--- src/rtl/jul_pkg.sv ---
`timescale 1ns / 1ps
// ----------------------------------------------------------------------------
// jul_pkg
// Shared constants, register indexes and the configuration bundle of the
// Julia escape-time pixel engine.
// ----------------------------------------------------------------------------
package jul_pkg;

    localparam int FRAC_BITS       = 24;
    localparam int ITER_BITS_DEF   = 16;
    localparam int COORD_BITS_DEF  = 12;
    localparam int ZOOM_FRAC       = 16;
    localparam int DIM_W           = 13;
    localparam int ZOOM_W          = 32;
    localparam int OFFSET_W        = 32;
    localparam int CONST_W         = 28;
    localparam int LIMIT_W         = 16;
    localparam int CFG_IDX_W       = 3;
    localparam int CFG_DATA_W      = 32;
    // Start point: signed, saturated to +-8.0
    localparam int START_W         = FRAC_BITS + 5;

    localparam logic [CFG_IDX_W-1:0] REG_WIDTH  = 3'd0;
    localparam logic [CFG_IDX_W-1:0] REG_HEIGHT = 3'd1;
    localparam logic [CFG_IDX_W-1:0] REG_ZOOM   = 3'd2;
    localparam logic [CFG_IDX_W-1:0] REG_OFF_RE = 3'd3;
    localparam logic [CFG_IDX_W-1:0] REG_OFF_IM = 3'd4;
    localparam logic [CFG_IDX_W-1:0] REG_C_RE   = 3'd5;
    localparam logic [CFG_IDX_W-1:0] REG_C_IM   = 3'd6;
    localparam logic [CFG_IDX_W-1:0] REG_LIMIT  = 3'd7;

    typedef struct packed {
        logic [DIM_W-1:0]           image_width;
        logic [DIM_W-1:0]           image_height;
        logic [ZOOM_W-1:0]          zoom_factor;
        logic signed [OFFSET_W-1:0] offset_real;
        logic signed [OFFSET_W-1:0] offset_imag;
        logic signed [CONST_W-1:0]  const_real;
        logic signed [CONST_W-1:0]  const_imag;
        logic [LIMIT_W-1:0]         iteration_limit;
    } cfg_t;

endpackage

--- src/rtl/jul_if.sv ---
`timescale 1ns / 1ps
// ----------------------------------------------------------------------------
// jul_if
// Valid/ready channels of the pixel engine: pixels in, results out, and the
// configuration write channel.
// ----------------------------------------------------------------------------
interface pix_if #(parameter int COORD_BITS = jul_pkg::COORD_BITS_DEF);
    logic                  valid;
    logic                  ready;
    logic [COORD_BITS-1:0] pixel_x;
    logic [COORD_BITS-1:0] pixel_y;
    modport source (output valid, output pixel_x, output pixel_y, input ready);
    modport sink   (input valid, input pixel_x, input pixel_y, output ready);
endinterface


--- src/rtl/jul_front.sv ---
`timescale 1ns / 1ps
// ----------------------------------------------------------------------------
// jul_front
// Accepts a pixel and maps it to the start point z0 with two restoring
// dividers working side by side, one quotient bit per cycle.
// ----------------------------------------------------------------------------
module jul_front #(
    parameter int COORD_BITS = jul_pkg::COORD_BITS_DEF
) (
    input  logic                                 clk,
    input  logic                                 rst_n,
    pix_if.sink                                  pixel,
    input  jul_pkg::cfg_t                        cfg,
    input  logic                                 full,
    output logic                                 push,
    output logic signed [jul_pkg::START_W-1:0]   re0,
    output logic signed [jul_pkg::START_W-1:0]   im0
);

    localparam int DW     = ((COORD_BITS > jul_pkg::DIM_W - 1) ? COORD_BITS
                                                              : jul_pkg::DIM_W - 1) + 1;
    localparam int MW     = DW - 1;
    localparam int NW     = MW + 2;
    localparam int KSTEPS = NW + jul_pkg::ZOOM_FRAC + jul_pkg::FRAC_BITS;
    localparam int QW     = KSTEPS;
    localparam int DVW    = jul_pkg::ZOOM_W + jul_pkg::DIM_W;
    localparam int RW     = DVW + 1;
    localparam int CNTW   = $clog2(KSTEPS + 1);
    localparam int AW     = QW + 2;
    localparam int ZW     = jul_pkg::START_W;
    localparam int ZOOM_W_L = jul_pkg::ZOOM_W;
    localparam logic [QW-1:0] CAP = QW'(64'd1 << 33) + QW'(64'd1 << (jul_pkg::FRAC_BITS + 4));
    localparam logic signed [AW-1:0] LIM = AW'(64'd8 << jul_pkg::FRAC_BITS);

    typedef enum logic [1:0] {S_IDLE, S_MUL, S_DIV, S_FIN} state_t;

    state_t            state_reg;
    logic [CNTW-1:0]   step_reg;
    logic              negx_reg, negy_reg;
    logic [NW-1:0]     nx_reg, ny_reg;
    logic [DVW-1:0]    dvx_reg, dvy_reg;
    logic [RW-1:0]     rx_reg, ry_reg;
    logic [QW-1:0]     qx_reg, qy_reg;

    logic signed [DW-1:0] dx, dy;
    logic [MW-1:0]        mx, my;
    logic [ZOOM_W_L-1:0]  zc;
    logic [jul_pkg::DIM_W-1:0] wc, hc;
    logic [RW-1:0]        rx_t, ry_t;
    logic                 gex, gey;
    logic [QW-1:0]        qcx, qcy;
    logic signed [AW-1:0] ax, ay, sx, sy;

    always_comb
    begin
        dx  = $signed(DW'(pixel.pixel_x)) - $signed(DW'(cfg.image_width >> 1));
        dy  = $signed(DW'(pixel.pixel_y)) - $signed(DW'(cfg.image_height >> 1));
        mx  = dx[DW-1] ? MW'(-dx) : MW'(dx);
        my  = dy[DW-1] ? MW'(-dy) : MW'(dy);
        // A zero register value counts as one in the divisor.
        zc  = (cfg.zoom_factor == '0) ? ZOOM_W_L'(1) : cfg.zoom_factor;
        wc  = (cfg.image_width == '0) ? jul_pkg::DIM_W'(1) : cfg.image_width;
        hc  = (cfg.image_height == '0) ? jul_pkg::DIM_W'(1) : cfg.image_height;
        rx_t = {rx_reg[RW-2:0], nx_reg[NW-1]};
        ry_t = {ry_reg[RW-2:0], ny_reg[NW-1]};
        gex  = (rx_t >= {1'b0, dvx_reg});
        gey  = (ry_t >= {1'b0, dvy_reg});
        qcx  = (qx_reg > CAP) ? CAP : qx_reg;
        qcy  = (qy_reg > CAP) ? CAP : qy_reg;
        ax   = (negx_reg ? -$signed({2'b00, qcx}) : $signed({2'b00, qcx}))
               + AW'(cfg.offset_real);
        ay   = (negy_reg ? -$signed({2'b00, qcy}) : $signed({2'b00, qcy}))
               + AW'(cfg.offset_imag);
        sx   = (ax > LIM) ? LIM : ((ax < -LIM) ? -LIM : ax);
        sy   = (ay > LIM) ? LIM : ((ay < -LIM) ? -LIM : ay);
    end

    assign pixel.ready = (state_reg == S_IDLE);
    assign push        = (state_reg == S_FIN) && !full;
    assign re0         = ZW'(sx);
    assign im0         = ZW'(sy);

    always_ff @(posedge clk or negedge rst_n)
    begin
        if (!rst_n)
        begin
            state_reg <= S_IDLE;
            step_reg  <= '0;
        end
        else
        begin
            case (state_reg)
                S_IDLE:
                begin
                    if (pixel.valid)
                    begin
                        negx_reg  <= dx[DW-1];
                        negy_reg  <= dy[DW-1];
                        nx_reg    <= NW'({mx, 1'b0}) + NW'(mx);
                        ny_reg    <= NW'({my, 1'b0});
                        state_reg <= S_MUL;
                    end
                end
                S_MUL:
                begin
                    dvx_reg   <= DVW'(zc) * DVW'(wc);
                    dvy_reg   <= DVW'(zc) * DVW'(hc);
                    rx_reg    <= '0;
                    ry_reg    <= '0;
                    qx_reg    <= '0;
                    qy_reg    <= '0;
                    step_reg  <= '0;
                    state_reg <= S_DIV;
                end
                S_DIV:
                begin
                    nx_reg   <= {nx_reg[NW-2:0], 1'b0};
                    ny_reg   <= {ny_reg[NW-2:0], 1'b0};
                    rx_reg   <= gex ? rx_t - {1'b0, dvx_reg} : rx_t;
                    ry_reg   <= gey ? ry_t - {1'b0, dvy_reg} : ry_t;
                    qx_reg   <= {qx_reg[QW-2:0], gex};
                    qy_reg   <= {qy_reg[QW-2:0], gey};
                    step_reg <= step_reg + CNTW'(1);
                    if (step_reg == CNTW'(KSTEPS - 1))
                    begin
                        state_reg <= S_FIN;
                    end
                end
                S_FIN:
                begin
                    if (!full)
                    begin
                        state_reg <= S_IDLE;
                    end
                end
                default:
                begin
                    state_reg <= S_IDLE;
                end
            endcase
        end
    end

endmodule

--- src/flat_wrapper.sv ---
// flat-port wrapper written by rule: the top's interface ports become plain ports
module jul_front_flat 
#(
    parameter int COORD_BITS = jul_pkg::COORD_BITS_DEF
)
  (clk, rst_n, cfg, full, push, re0, im0, pixel_valid, pixel_pixel_x, pixel_pixel_y, pixel_ready);
  pix_if #(.COORD_BITS(COORD_BITS)) pixel_i ();
  input  logic clk;
  input  logic rst_n;
  input  jul_pkg::cfg_t cfg;
  input  logic full;
  output logic push;
  output logic signed [jul_pkg::START_W-1:0] re0;
  output logic signed [jul_pkg::START_W-1:0] im0;
  input wire logic [$bits(pixel_i.valid)-1:0] pixel_valid;
  input wire logic [$bits(pixel_i.pixel_x)-1:0] pixel_pixel_x;
  input wire logic [$bits(pixel_i.pixel_y)-1:0] pixel_pixel_y;
  output wire logic [$bits(pixel_i.ready)-1:0] pixel_ready;
  assign pixel_i.valid = pixel_valid;
  assign pixel_i.pixel_x = pixel_pixel_x;
  assign pixel_i.pixel_y = pixel_pixel_y;
  assign pixel_ready = pixel_i.ready;
  jul_front #(.COORD_BITS(COORD_BITS)) u_core (.clk(clk), .rst_n(rst_n), .pixel(pixel_i), .cfg(cfg), .full(full), .push(push), .re0(re0), .im0(im0));
endmodule
--- config.mk ---
export PLATFORM = sky130hd
export DESIGN_NAME = jul_front_flat
export DESIGN_NICKNAME = d
export VERILOG_FILES = /design/src/rtl/jul_pkg.sv /design/src/rtl/jul_if.sv /design/src/rtl/jul_front.sv /design/src/flat_wrapper.sv
export SDC_FILE = /design/constraint.sdc
export NUM_CORES = 2
export LEC_CHECK = 0
export ABC_AREA = 1
export BUFFER_PORTS_ARGS = -buffer_cell sky130_fd_sc_hd__buf_2
export CORE_ASPECT_RATIO = 1.5
export CORE_MARGIN = 1.5
export CORE_UTILIZATION = 25
export CTS_CLUSTER_DIAMETER = 100
export CTS_CLUSTER_SIZE = 16
export DETAILED_ROUTE_END_ITERATION = 16
export PLACE_DENSITY = 0.42
export SLEW_MARGIN = 20
export SYNTH_ARGS = -nofsm -noshare
export SYNTH_HDL_FRONTEND = slang
export SYNTH_SLANG_ARGS = --single-unit
--- constraint.sdc ---
create_clock -name clk -period 7.6 [get_ports clk]
set_clock_uncertainty 0.15 [all_clocks]
set_input_delay 1.52 -clock clk [delete_from_list [all_inputs] [get_ports clk]]
set_output_delay 1.52 -clock clk [all_outputs]
set_load 0.02 [all_outputs]
==> impl_metrics.toml <==
[timing]
min_period_ns = 7.63
setup_viol = 12
rsz0062_at_grt = "true"
period_share_pct = 100
worst_pin_slew_ns = 0.950
final_max_slew_viol_count = 0
fin_ws_ns = -0.0281
finalHoldViolations = 0
setup_tns_ns = -0.129
fmax_mhz = 131
relSlewSlack_pct = 36.7

[synthesis]
synth_ff_type = "edfxtp_1"
ys_ff_latch = 325
synth.largest_area_cell = "fa_1"
yosysUniqueCellTypes = 63
synth_edf_count = 317
post-synth-top-count-cell = "nand2_1"
syn_avg_cell_area_um2 = 7.04
syn_inst = 8392
yosys-top-cells-count = "nand2_1, inv_1, nor2_1, fa_1, a21oi_1"
synth_top_cell_area_share_pct = 22.6
synth-async-reset-ratio_pct = 2.46
yosys-top-cells-area = "fa_1, edfxtp_1, nand2_1"
synth_warnings = 0
syn_area_um2 = 59100
seq_area_frac_synth_pct = 16.4
synth_fp_nets = 9718

[drt]
wirelength_mm = 205
ant_nets = 0
avgViaCountPerCell = 4.55
drc_errors = 0
drtPass1Iterations = 7
wl_met3_mm = 7.37
drt_first_iter_violations = 2874
drt-met1-wl_mm = 82.0
avgRoutedWirePerCell_um = 17.0
vias = 54900
top_layer = "met5"
wl_met2_mm = 108

[global_routing]
grt_max_degree = 101
grt_pass1_wl_mm = 317
antenna_found_initial = 21
grt_overflow = 0
grtUsageTotal_pct = 16.9
grt_pass1_vias = 56900

[worst_setup_path]
rr_endpoint = "u_core.qy_reg[0]"
crit_required_ns = 5.93
r2r_slack_ns = 2.69
critPathSlowestCell = "edfxtp_1"
cp.arrival_ns = 5.96
ff2ff_path_depth = 14
start_kind = "flop"
r2r-start = "u_core.ny_reg[13]"
cp_common_cell = "nand2_1"
crit_path_max_incr_delay_ns = 0.40
critPathKind = "flop to primary output"
crit_fanout = 7
startpoint = "u_core.qx_reg[10]"
worstSetupEndpointType = "primary output"

[clock_network]
cts_buffers = 27
h-tree-depth = 1
cts_tree = "done"
cts_buffer_depth = 3
cts-hold-fix-buffers = 0
clkTransAtPathRegs_ns = 0.09
cts_num_sinks = 325
clk_latency_ns = 0.65
root_buffer = "clkbuf_16"

[final_layout]
fin_nets = 10300
multiInputGateArea_um2 = 44300
register_area_um2 = 9720
final.fill_count = 25900
fin_cells = 12100
final_area_um2 = 71500
syn2layout_area_growth_pct = 21.0
fin_util_pct = 30.4
drive_above_1_share_pct = 16.6

[run_status]
failed_checks = "negative setup slack"
outcome = "finished with violations"

[floorplanning]
io_pins = 282
core_um2 = 235000
die_y_um = 599
die_x_um = 400
die-area_um2 = 239000
start_util_pct = 25.1
row_count = 218

[place]
dp_hpwl_mm = 171
gp_congestion = 0.917
placed_cell_area_um2 = 66600
dp_cells = 11900
pre_cts_slack_ns = -0.631
port_buffers = 209

[pwr]
powerDensity_nw_per_um2 = 431
leakage_uw = 0.0364
vdd_drop_max_v = 0.000431

[job]
maxCapViolations = 0

[worst_hold_path]
holdPathStages = 2
worst_hold_startpoint = "u_core.qy_reg[42]"
hold_path_end = "u_core.qy_reg[43]"
hold_path_class = "flop to flop"
[stage by stage]
step | hold slack [ns] | total power [uW]
after floorplan | 0.331 | 19700
after global placement | 0.353 | 29200
after detailed placement | 0.358 | 29200
after CTS | 0.372 | 31100
after global routing | 0.405 | 34400
final | 0.375 | 30800
[power by group]
part	total, uW	internal, uW	switching [uW]
Clock	1480	712	765
Combinational	25100	10600	14400
Sequential	4290	3850	441
Total	30800	15200	15600
[worst max-delay path, delay by kind of cell, from the launching register on]
kind	cells	cell delay, ns
simple gates	26	3.11
buf+inv	9	1.00
fa+ha+maj	2	0.48
flops	1	0.40
xor+xnor	1	0.19
compound gates	1	0.08
[routing by layer]
| metal | GRT usage [%] | up-vias |
|---|---|---|
| li1 | - | 27000 |
| met1 | 19.4 | 26600 |
| met2 | 32.2 | 1094 |
| met3 | 1.24 | 299 |
| met4 | 5.83 | 6 |
| met5 | 0 | - |
[worst max path at each step]
stage                     slack [ns]            endpoint  depth (start not counted)
after floorplan                 0.52  u_core.dvx_reg[42]                         25
after global placement         -0.74  u_core.dvx_reg[42]                         28
after detailed placement       -0.63  u_core.dvx_reg[42]                         28
after CTS                      -0.08             re0[26]                         40
after global routing           -0.27             re0[26]                         42
final                          -0.03             re0[26]                         39
[area by class of cell]
cell class | count | share of cell area, %
clock inverters | 9 | 0.163
inverters | 1786 | 9.41
repair buffers | 806 | 8.46
diodes | 9 | 0.0315
well taps | 3080 | 5.39
multi-input cells | 6008 | 61.9
clock buffers | 39 | 1.01
flip-flops and latches | 325 | 13.6
[layout by cell type (no fill, tap or decap), drive strengths merged, types with 11 or more instances in the layout]
cell type / count
nor3: 65
nand3: 254
xnor2: 107
o21ai: 363
and2: 11
ha: 437
clkbuf: 39
inv: 1791
edfxtp: 317
nor4: 30
a31oi: 49
buf: 805
nand4: 82
fa: 667
o21bai: 31
nand2: 2265
a21oi: 505
xor2: 161
o211ai: 14
nor2: 814
nand3b: 33
o21a: 27
a21o: 22
o41ai: 11
[timing repair]
action,4_1_cts,5_1_grt
pin swaps,54,164
setup endpoints to repair,57,71
gates resized for setup,339,512
cloned,7,1
setup buffers,55,62
[kinds of logic after synthesis]
group,share of synthesized area (%)
simple gates,24.5
buf+inv,13.3
fa+ha+maj,31.8
compound gates,9.90
flops,16.4
xor+xnor,3.97
mux,0.0169
(Power assumes the default switching activity.)
