===== config.mk =====
export PLATFORM = sky130hd
export DESIGN_NAME = jul_fifo
export DESIGN_NICKNAME = d
export VERILOG_FILES = /design/src/rtl/jul_pkg.sv /design/src/rtl/jul_fifo.sv
export SDC_FILE = /design/constraint.sdc
export NUM_CORES = 1
export LEC_CHECK = 0
export ABC_AREA = 1
export BUFFER_PORTS_ARGS = -buffer_cell sky130_fd_sc_hd__buf_2
export CORE_ASPECT_RATIO = 1.5
export CORE_UTILIZATION = 44
export CTS_CLUSTER_SIZE = 25
export DETAILED_ROUTE_END_ITERATION = 7
export MAX_ROUTING_LAYER = met4
export PLACE_DENSITY = 0.68
export SETUP_SLACK_MARGIN = 0.4
export SLEW_MARGIN = 5
export SYNTH_ARGS = -nofsm -noshare
export SYNTH_HDL_FRONTEND = slang
export SYNTH_SLANG_ARGS = --single-unit

===== constraint.sdc =====
create_clock -name clk -period 3.97 [get_ports clk]
set_input_delay 0.397 -clock clk [delete_from_list [all_inputs] [get_ports clk]]
set_output_delay 0.397 -clock clk [all_outputs]
set_load 0.02 [all_outputs]

===== src/rtl/jul_pkg.sv =====
`timescale 1ns / 1ps
// ----------------------------------------------------------------------------
// jul_pkg
// Shared constants, register indexes and the configuration bundle of the
// Julia escape-time pixel engine.
// ----------------------------------------------------------------------------
package jul_pkg;

    localparam int FRAC_BITS       = 24;
    localparam int ITER_BITS_DEF   = 16;
    localparam int COORD_BITS_DEF  = 12;
    localparam int ZOOM_FRAC       = 16;
    localparam int DIM_W           = 13;
    localparam int ZOOM_W          = 32;
    localparam int OFFSET_W        = 32;
    localparam int CONST_W         = 28;
    localparam int LIMIT_W         = 16;
    localparam int CFG_IDX_W       = 3;
    localparam int CFG_DATA_W      = 32;
    // Start point: signed, saturated to +-8.0
    localparam int START_W         = FRAC_BITS + 5;

    localparam logic [CFG_IDX_W-1:0] REG_WIDTH  = 3'd0;
    localparam logic [CFG_IDX_W-1:0] REG_HEIGHT = 3'd1;
    localparam logic [CFG_IDX_W-1:0] REG_ZOOM   = 3'd2;
    localparam logic [CFG_IDX_W-1:0] REG_OFF_RE = 3'd3;
    localparam logic [CFG_IDX_W-1:0] REG_OFF_IM = 3'd4;
    localparam logic [CFG_IDX_W-1:0] REG_C_RE   = 3'd5;
    localparam logic [CFG_IDX_W-1:0] REG_C_IM   = 3'd6;
    localparam logic [CFG_IDX_W-1:0] REG_LIMIT  = 3'd7;

    typedef struct packed {
        logic [DIM_W-1:0]           image_width;
        logic [DIM_W-1:0]           image_height;
        logic [ZOOM_W-1:0]          zoom_factor;
        logic signed [OFFSET_W-1:0] offset_real;
        logic signed [OFFSET_W-1:0] offset_imag;
        logic signed [CONST_W-1:0]  const_real;
        logic signed [CONST_W-1:0]  const_imag;
        logic [LIMIT_W-1:0]         iteration_limit;
    } cfg_t;

endpackage


===== src/rtl/jul_fifo.sv =====
`timescale 1ns / 1ps
// ----------------------------------------------------------------------------
// jul_fifo
// Two-entry queue of start points between the front and the iteration core.
// ----------------------------------------------------------------------------
module jul_fifo #(
    parameter int WIDTH = 2 * jul_pkg::START_W
) (
    input  logic             clk,
    input  logic             rst_n,
    input  logic             push,
    input  logic [WIDTH-1:0] din,
    input  logic             pop,
    output logic [WIDTH-1:0] dout,
    output logic             full,
    output logic             empty
);

    logic [WIDTH-1:0] mem_reg [2];
    logic             wp_reg, rp_reg;
    logic [1:0]       cnt_reg;

    assign full  = (cnt_reg == 2'd2);
    assign empty = (cnt_reg == 2'd0);
    assign dout  = mem_reg[rp_reg];

    always_ff @(posedge clk)
    begin
        if (push)
        begin
            mem_reg[wp_reg] <= din;
        end
    end

    always_ff @(posedge clk or negedge rst_n)
    begin
        if (!rst_n)
        begin
            wp_reg  <= 1'b0;
            rp_reg  <= 1'b0;
            cnt_reg <= 2'd0;
        end
        else
        begin
            if (push)
            begin
                wp_reg <= ~wp_reg;
            end
            if (pop)
            begin
                rp_reg <= ~rp_reg;
            end
            cnt_reg <= cnt_reg + 2'(push) - 2'(pop);
        end
    end

endmodule


==> flow_summary.ini, run 1 <==
[outcome]
status = completed

[timing]
fin_crit_ns = 2.61
timing.hold.ws_ns = 0.182
tns_ns = 0
fin_skew_ns = 0.00489
tightest_slew_ns = 0.903
hold_violations = 0
final.period_utilization_pct = 65.8
relSlewSlack_pct = 39.7
slew_violations = 0
max_freq_mhz = 383
fin_ws_ns = 1.36
rsz0062_at_grt = no
finalSetupViolCount = 0

[routing]
drt_iter0_markers = 127
dr.pass1.iters = 5
routedWlPerCell_um = 13.1
totalWireLength_um = 8040
vias = 2743
final_antenna_net_count = 0
drc = 0
vias_per_cell = 4.45

[clock_network]
htree_levels = 4
clock-sinks = 120
clockRootBuffer = clkbuf_16
clkSlewWorstSetupHoldPaths_ns = 0.05
cts_resized = 0
cts_made_buffers = 17
tritoncts = done
clockBufferDepth = 2
clk-insertion-delay-late_ns = 0.40

[place]
placed_cells = 584
dpl_cell_area_um2 = 5430
place_congestion = 0.720
pre_cts_slack_ns = 1.75
dp_hpwl_um = 5410
io_buffers = 121

[grt]
grt-ovfl-total = 0
antenna_found_initial = 1
grt_pass1_wl_um = 12600
grt_usage_pct = 16.2
grt_pass1_vias = 2730
grt_max_degree = 76

[floorplanning]
rows = 46
dieArea_um2 = 11200
core_um2 = 10500
start_util_pct = 44.9
die_w_um = 86.7
num_io_pins = 122
fp.dieH_um = 129

[logic_synthesis]
syn_area_um2 = 4730
ys_seq_elements = 120
netlist-cell-type-count = 17
yosys.area.top_type = edfxtp_1
avgSynthCellArea_um2 = 14.4
syn_inst = 328
syn_nets = 392
yosysWarnings = 0
synth.area.top_cells = edfxtp_1 74%, o21ai_2 5.6%, inv_1 5.2%
synth_top_area_share_pct = 73.6
ys_seq_area_share_pct = 75.7

[critical_path]
crit_type = register to output port
crit_required_ns = 3.57
r2r-start = wp_reg
r2r_setup_slack_ns = 2.05
cp_max_fo = 75
critPathLaunchType = register
critPathArrivalTime_ns = 2.21
rr_worst_depth = 3
r2r-end = mem_reg[1][7]
cp-end-kind = output port

[finish]
synthToLayoutAreaGrowth_pct = 26.9
n_fill_cell = 871
final_cell_area_um2 = 6010
drive_above_1_share_pct = 45.6
utilization_pct = 57.0
fin_cells = 616
nets = 524
largest_register_ffs = 116

[worst_hold_path]
worst_hold_path_type = primary input to register
hp-start = din[11]
whs_endpoint = mem_reg[0][11]
hold_depth = 1

[power_and_ir_drop]
irDropWorstVdd_uv = 548
fin_total_pwr_mw = 4.73
power_leakage_nw = 2.58
power.density_nw_per_um2 = 788

[flow_run]
maxCapViolCount = 0
-- power breakdown --
part           switching [mW]  internal (mW)  leakage, nW  total [mW]
combinational           0.945          0.452         1.16        1.40
sequential              0.199           1.69         1.13        1.89
clock                   0.485          0.964        0.280        1.45
-- layout by cell type, fill, tap and decap left out, types with 2 or more instances in the layout --
cell,synthesis,layout
buf_2,7,121
edfxtp_1,116,116
inv_1,65,64
nand2_1,34,34
nand2_2,30,30
o21ai_2,30,30
o21ai_0,27,27
clkbuf_16,0,17
clkinv_2,0,6
buf_4,0,4
bufinv_16,0,3
dfrtp_1,4,3
nor2_1,3,2
xor2_1,2,2
ha_1,2,2
clkinv_1,0,2
-- cells by family (layout without fill, tap and decap cells) --
kind of cell               Yosys count  after routing  share of synthesized area [%]
adders and majority gates            2              2                          0.529
AOI/OAI and AO/OA                   58             58                           8.51
other                                0              1                              0
xor gates and xnor gates             2              2                          0.370
DFF                                120            120                           75.7
buffers and inverters               78            221                           7.88
and+or+nand+nor                     68             68                           7.00
-- critical path: stages (launching register included) --
cell and delay [ns]:
dfrtp_4 1.00, buf_4 0.42, nand2_1 0.08, o21ai_0 0.09, buf_2 0.19
-- per-layer routing --
| metal | global-route usage [%] | up-vias | routed length [um] |
|---|---|---|---|
| met5 | - | - | 0 |
| met4 | 9.22 | 0 | 138 |
| met3 | 6.11 | 13 | 461 |
| met2 | 27.6 | 75 | 4480 |
| met1 | 15.6 | 1280 | 2960 |
| li1 | - | 1375 | - |
-- worst max path at each step --
stage,startpoint,endpoint,slack (ns)
6_report,rp_reg,dout[21],1.36
5_1_grt,rp_reg,dout[21],1.14
4_1_cts,rp_reg,dout[21],1.33
3_5_place_dp,rp_reg,dout[21],1.75
3_3_place_gp,rp_reg,dout[25],1.81
2_1_floorplan,push,mem_reg[0][0],0.62
-- cells in the mapped netlist, drive strengths merged --
cell and instances:
buf 12, edfxtp 116, clkbuf 1, dfrtp 4, inv 65, nor2 3, o21ai 58, nand2 64
xor2 2, nand3 1, ha 2
-- what timing repair did --
| item | CTS | global route |
|---|---|---|
| buffers inserted | 0 | 0 |
| hold buffers | 1 | 0 |
| hold endpoints to repair | 4 | 0 |
-- area by class of cell --
class                   instances  area (um2)  area share [%]
flip-flops and latches        120        3590            59.7
multi-input cells             130         785            13.1
repair buffers                126         646            10.7
clock buffers                  18         429            7.14
inverters                      65         244            4.06
well taps                     144         180            3.00
clock inverters                12         135            2.25
diodes                          1        2.50          0.0416
Note: power is estimated with default switching activity, not from simulation.
==> inputs of run 2 (changes only) <==
--- a/config.mk
+++ b/config.mk
@@ -12,7 +12,7 @@
 export CTS_CLUSTER_SIZE = 25
 export DETAILED_ROUTE_END_ITERATION = 7
 export MAX_ROUTING_LAYER = met4
-export PLACE_DENSITY = 0.68
+export PLACE_DENSITY = 0.71
 export SETUP_SLACK_MARGIN = 0.4
 export SLEW_MARGIN = 5
 export SYNTH_ARGS = -nofsm -noshare
==> constraint.sdc (replaced) <==
create_clock -name clk -period 2.4 [get_ports clk]
set_input_delay 0.24 -clock clk [delete_from_list [all_inputs] [get_ports clk]]
set_output_delay 0.24 -clock clk [all_outputs]
set_load 0.02 [all_outputs]
==> flow_summary.ini, run 2 (synthesized netlist as in run 1, its figures left out) <==
[finish]
largest_register_ffs = 116
nets = 528
final_cell_area_um2 = 6110
drive_above_1_share_pct = 46.5
antenna_cells = 0
synthToLayoutAreaGrowth_pct = 29.1
final_cell_mix = 121 x buf_2, 116 x edfxtp_1, 64 x inv_1
layout_commonest_cell = buf_2

[routing]
drt_iter0_markers = 71
dr.pass1.iters = 6
drc = 0
vias_per_cell = 4.56
routedWlPerCell_um = 13.4
vias = 2830
totalWireLength_um = 8310
final_antenna_net_count = 0

[timing]
final.period_utilization_pct = 80.5
finalSetupViolCount = 0
slew_violations = 0
relSlewSlack_pct = 71.3
rsz0062_at_grt = no
tightest_slew_ns = 0.429
fin_skew_ns = 0.00513
fin_ws_ns = 0.467
fin_crit_ns = 1.93
tns_ns = 0
max_freq_mhz = 517
hold_violations = 0

[critical_path]
r2r-end = mem_reg[0][28]
cp.depth = 3
crit_required_ns = 2.16
cp_top_family = flip-flops
r2r_setup_slack_ns = 0.91
rr_worst_depth = 2
cp-end-kind = output port
critPathLaunchType = register
critPathMaxStageDelay_ns = 0.58
crit_chain = buf_16 > o21ai_0 > buf_2
critPathArrivalTime_ns = 1.69
r2r-start = wp_reg
cp_max_fo = 56
worst-path-buf-inv = 2
crit_type = register to output port
slowest_stage = dfrtp_4

[power_and_ir_drop]
intPower_mw = 5.25
power.density_nw_per_um2 = 1320
p_sw_mw = 2.80
pwr-share-comb_pct = 32.0
irDropWorstVdd_uv = 754
power_leakage_nw = 2.61
p_sw_share_pct = 34.8
seq_power_share_pct = 36.8
pwr-share-clk_pct = 31.2

[grt]
grt_pass1_vias = 2893
grt_pass1_wl_um = 12900
antenna_found_initial = 0
grt-ovfl-total = 0
grt_usage_pct = 16.5
grt_max_degree = 57

[clock_network]
tritoncts = done
clk-insertion-delay-late_ns = 0.40
htree_levels = 4
clock-sinks = 120
cts_made_buffers = 17
clockRootBuffer = clkbuf_16
clkSlewWorstSetupHoldPaths_ns = 0.06
clockBufferDepth = 2

[worst_hold_path]
hp-start = din[9]
whs_endpoint = mem_reg[1][9]
hold_depth = 1
worst_hold_path_type = primary input to register

[floorplanning]
num_io_pins = 122
fp.dieH_um = 129
rows = 46
dieArea_um2 = 11200
core_um2 = 10500
die_w_um = 86.7
start_util_pct = 44.9

[place]
io_buffers = 121
pre_cts_slack_ns = 0.800
place_congestion = 0.760
dpl_cell_area_um2 = 5470
dp_hpwl_um = 5550

[flow_run]
maxCapViolCount = 0

[outcome]
status = completed
==> run 2: cell count changes in the layout (fill, tap and decap cells not counted), sizes merged <==
cell and delta:
clkinvlp +4, clkinv -3, inv +2, diode -1, dlygate4sd3 +1, buf +3, clkbuf -1
==> run 2: routing by layer <==
| metal | vias to the layer above | part of all wire (%) | global-route usage (%) |
|---|---|---|---|
| met2 | 82 | 57 | 29.7 |
| met3 | 19 | 3.6 | 4.78 |
| met5 | - | 0 | - |
| met1 | 1342 | 36 | 15.4 |
| li1 | 1387 | - | - |
| met4 | 0 | 3.1 | 9.61 |
==> run 2: power by group through the flow <==
stage               registers (mW)  logic, mW  clock network (mW)
CTS                           2.97       2.63                2.56
finish                        2.96       2.58                2.51
detailed placement            3.03       2.54                   0
global route                  3.00       2.82                2.67
global placement              3.01       2.50                   0
floorplan                     2.94       1.94                   0
==> run 2: worst max-delay path by stage <==
stage                 from             to
floorplan           wp_reg  mem_reg[1][0]
global placement    rp_reg       dout[57]
detailed placement  rp_reg        dout[2]
CTS                 rp_reg       dout[56]
global route        rp_reg       dout[56]
finish              rp_reg        dout[2]
==> run 2: what timing repair did <==
| action | 4_1_cts | 5_1_grt |
|---|---|---|
| resized for setup | 1 | 1 |
| endpoints found under the hold margin | 4 | 2 |
| setup buffers | 1 | 0 |
| endpoints found under the setup margin | 7 | 1 |
| hold buffers | 1 | 1 |
| cloned | 0 | 0 |
==> run 2: through the flow <==
step / hold slack (ns) / utilization (%) / power [mW] / std cells
floorplan: -0.0556 / - / 4.87 / 328
global placement: 0.0668 / 51.9 / 5.50 / 586
detailed placement: 0.0661 / 51.9 / 5.58 / 586
CTS: 0.00420 / 57.9 / 8.16 / 620
global route: 0.00165 / 58.0 / 8.48 / 621
finish: 0.0203 / 58.0 / 8.05 / 621
==> run 2: area by class of cell <==
type,instances,area [um2]
clock buffers,17,425
clock inverters,15,176
fillers,853,4420
inverters,65,244
multi-input cells,130,785
flip-flops and latches,120,3590
well taps,144,180
repair buffers,130,714
==> inputs of run 3 (changes only) <==
--- a/config.mk
+++ b/config.mk
@@ -5,14 +5,14 @@
 export SDC_FILE = /design/constraint.sdc
 export NUM_CORES = 1
 export LEC_CHECK = 0
-export ABC_AREA = 1
+export ABC_AREA = 0
 export BUFFER_PORTS_ARGS = -buffer_cell sky130_fd_sc_hd__buf_2
 export CORE_ASPECT_RATIO = 1.5
 export CORE_UTILIZATION = 44
 export CTS_CLUSTER_SIZE = 25
 export DETAILED_ROUTE_END_ITERATION = 7
 export MAX_ROUTING_LAYER = met4
-export PLACE_DENSITY = 0.71
+export PLACE_DENSITY = 0.72
 export SETUP_SLACK_MARGIN = 0.4
 export SLEW_MARGIN = 5
 export SYNTH_ARGS = -nofsm -noshare
==> constraint.sdc (replaced) <==
create_clock -name clk -period 1.7 [get_ports clk]
set_input_delay 0.17 -clock clk [delete_from_list [all_inputs] [get_ports clk]]
set_output_delay 0.17 -clock clk [all_outputs]
set_load 0.02 [all_outputs]
==> flow_summary.ini, run 3 <==
[routing]
vias = 2496
totalWireLength_um = 8360
dr.pass1.iters = 6
drc = 14
vias_per_cell = 4.77
final_antenna_net_count = 0
drt_iter0_markers = 80
routedWlPerCell_um = 16.0

[place]
placed_cells = 431
dp_hpwl_um = 4740
place_congestion = 0.687
io_buffers = 121
dpl_cell_area_um2 = 5230

[logic_synthesis]
avgSynthCellArea_um2 = 22.6
syn_area_um2 = 4430
synth_top_area_share_pct = 78.7
yosys_most_used_dff = edfxtp_1
synth_common_cells = 116 x edfxtp_1, 48 x mux2_2, 10 x mux2_4, 4 x buf_2, 4 x dfrtp_1
synthXorXnorAreaFrac_pct = 0.932
syn_nets = 260
synth_top_family_by_area = multiplexers
synth.area.top_cells = edfxtp_1 79%, mux2_2 12%, mux2_4 3.4%
ys_seq_area_share_pct = 80.9
synth_fa_ha_area_share_pct = 0.565
synth.area.mux_share_pct = 15.6
async_reset_ff_share_pct = 3.33
yosysWarnings = 0
yosysMostFrequentCell = edfxtp_1
netlist-cell-type-count = 14
yosys.area.top_type = edfxtp_1
synth_compound_area_share_pct = 0
post_synth_and_or_nand_nor_area_fraction_pct = 0.509
synth_edf_count = 116
ys_seq_elements = 120
syn_inst = 196

[clock_network]
cts_made_buffers = 17
post-cts-setup-buffer-count = 0
clk-insertion-delay-late_ns = 0.40
clock-sinks = 120
tritoncts = done
clockRootBuffer = clkbuf_16
clockBufferDepth = 2
clkSlewWorstSetupHoldPaths_ns = 0.05
htree_levels = 4

[critical_path]
r2r-end = cnt_reg[1]
cp_max_fo = 30
r2r_setup_slack_ns = 0.44
r2r-start = cnt_reg[0]
crit_path_end = dout[10]
crit_required_ns = 1.53
rr_worst_depth = 5
cp-end-kind = output port
critPathArrivalTime_ns = 1.57
cp-startpoint = rp_reg
critPathLaunchType = register
crit_type = register to output port

[floorplanning]
num_io_pins = 122
start_util_pct = 45.4
dieArea_um2 = 10500
rows = 44
die_w_um = 83.9
fp.dieH_um = 125
core_um2 = 9740

[timing]
fin_skew_ns = 0.00778
tightest_slew_ns = 0.285
timing.hold.ws_ns = 0.0247
fin_ws_ns = -0.0448
final.period_utilization_pct = 103
fin_crit_ns = 1.74
rsz0062_at_grt = yes
slew_violations = 0
hold_violations = 0
tns_ns = -0.748
finalSetupViolCount = 42
relSlewSlack_pct = 81.0
max_freq_mhz = 573

[flow_run]
maxCapViolCount = 0

[finish]
nets = 459
antenna_cells = 0
final_cell_mix = 116 x edfxtp_1, 103 x buf_2, 60 x dlygate4sd3_1
final_cell_area_um2 = 6560
layout_commonest_cell = edfxtp_1
largest_register_ffs = 116
drive_above_1_share_pct = 54.4
fin_cells = 523
synthToLayoutAreaGrowth_pct = 48.2

[worst_hold_path]
worst_hold_path_type = primary input to register

[outcome]
violations = DRC, setup timing
status = finished with violations

[power_and_ir_drop]
irDropWorstVdd_uv = 1100
fin_total_pwr_mw = 11.3
power.density_nw_per_um2 = 1720
power_leakage_nw = 2.58

[grt]
grt_pass1_vias = 2763
grt_usage_pct = 17.2
grt_max_degree = 38
grt_pass1_wl_um = 12800
grt-ovfl-total = 0
antenna_found_initial = 0
## run 3: layout make-up
cell class | instances | area (um2)
Clock buffer | 17 | 425
Clock inverter | 15 | 178
Fill cell | 666 | 3180
Inverter | 2 | 7.51
Multi-Input combinational cell | 67 | 822
Sequential cell | 120 | 3580
Tap cell | 115 | 144
Timing Repair Buffer | 187 | 1400
## run 3: power by group
part / leakage [nW] / switching (mW) / total, mW / internal (mW)
clock: 0.283 / 1.24 / 3.54 / 2.31
sequential: 1.13 / 0.175 / 4.11 / 3.93
combinational: 1.16 / 1.92 / 3.63 / 1.70
total: 2.58 / 3.34 / 11.3 / 7.94
## run 3: metal layers
layer	wire length, um	vias up	GRT usage [%]
met5	0	-	-
met4	199	0	9.74
met3	341	14	5.10
met2	4880	87	30.9
met1	2940	1220	15.9
li1	-	1175	-
## run 3: worst min-delay path by stage
stage | from | to | slack [ns] | depth (start not counted)
2_1_floorplan | rst_n | cnt_reg[0] | -0.13 | 0
5_1_grt | push | wp_reg | 0.02 | 2
4_1_cts | push | wp_reg | 0.004 | 2
3_3_place_gp | rst_n | cnt_reg[0] | -0.02 | 1
3_5_place_dp | rst_n | cnt_reg[0] | -0.01 | 1
6_report | push | wp_reg | 0.02 | 2
## run 3: repair_timing
item	in CTS	in global routing
endpoints found under the setup margin	58	82
endpoints found under the hold margin	121	0
pin swaps	0	1
hold buffers	60	0
gates resized for setup	23	18
## run 3: worst max-delay path, cell delays in order (launching register included)
cell and delay (ns):
dfrtp_2 0.40, buf_12 0.22, mux2_2 0.37, buf_2 0.16
## run 3: cells by family (layout without fill, tap and decap cells)
group / count (synthesis) / after routing
mux: 58 / 58
xor+xnor: 3 / 3
fa+ha+maj: 2 / 2
flops: 120 / 120
buf+inv: 9 / 221
simple gates: 4 / 4
## run 3: per-stage QoR
stage	setup slack [ns]	utilization [%]
2_1_floorplan	-0.00750	-
3_3_place_gp	0.376	53.6
3_5_place_dp	0.365	53.6
4_1_cts	-0.0549	66.7
5_1_grt	-0.0955	67.4
6_report	-0.0448	67.4
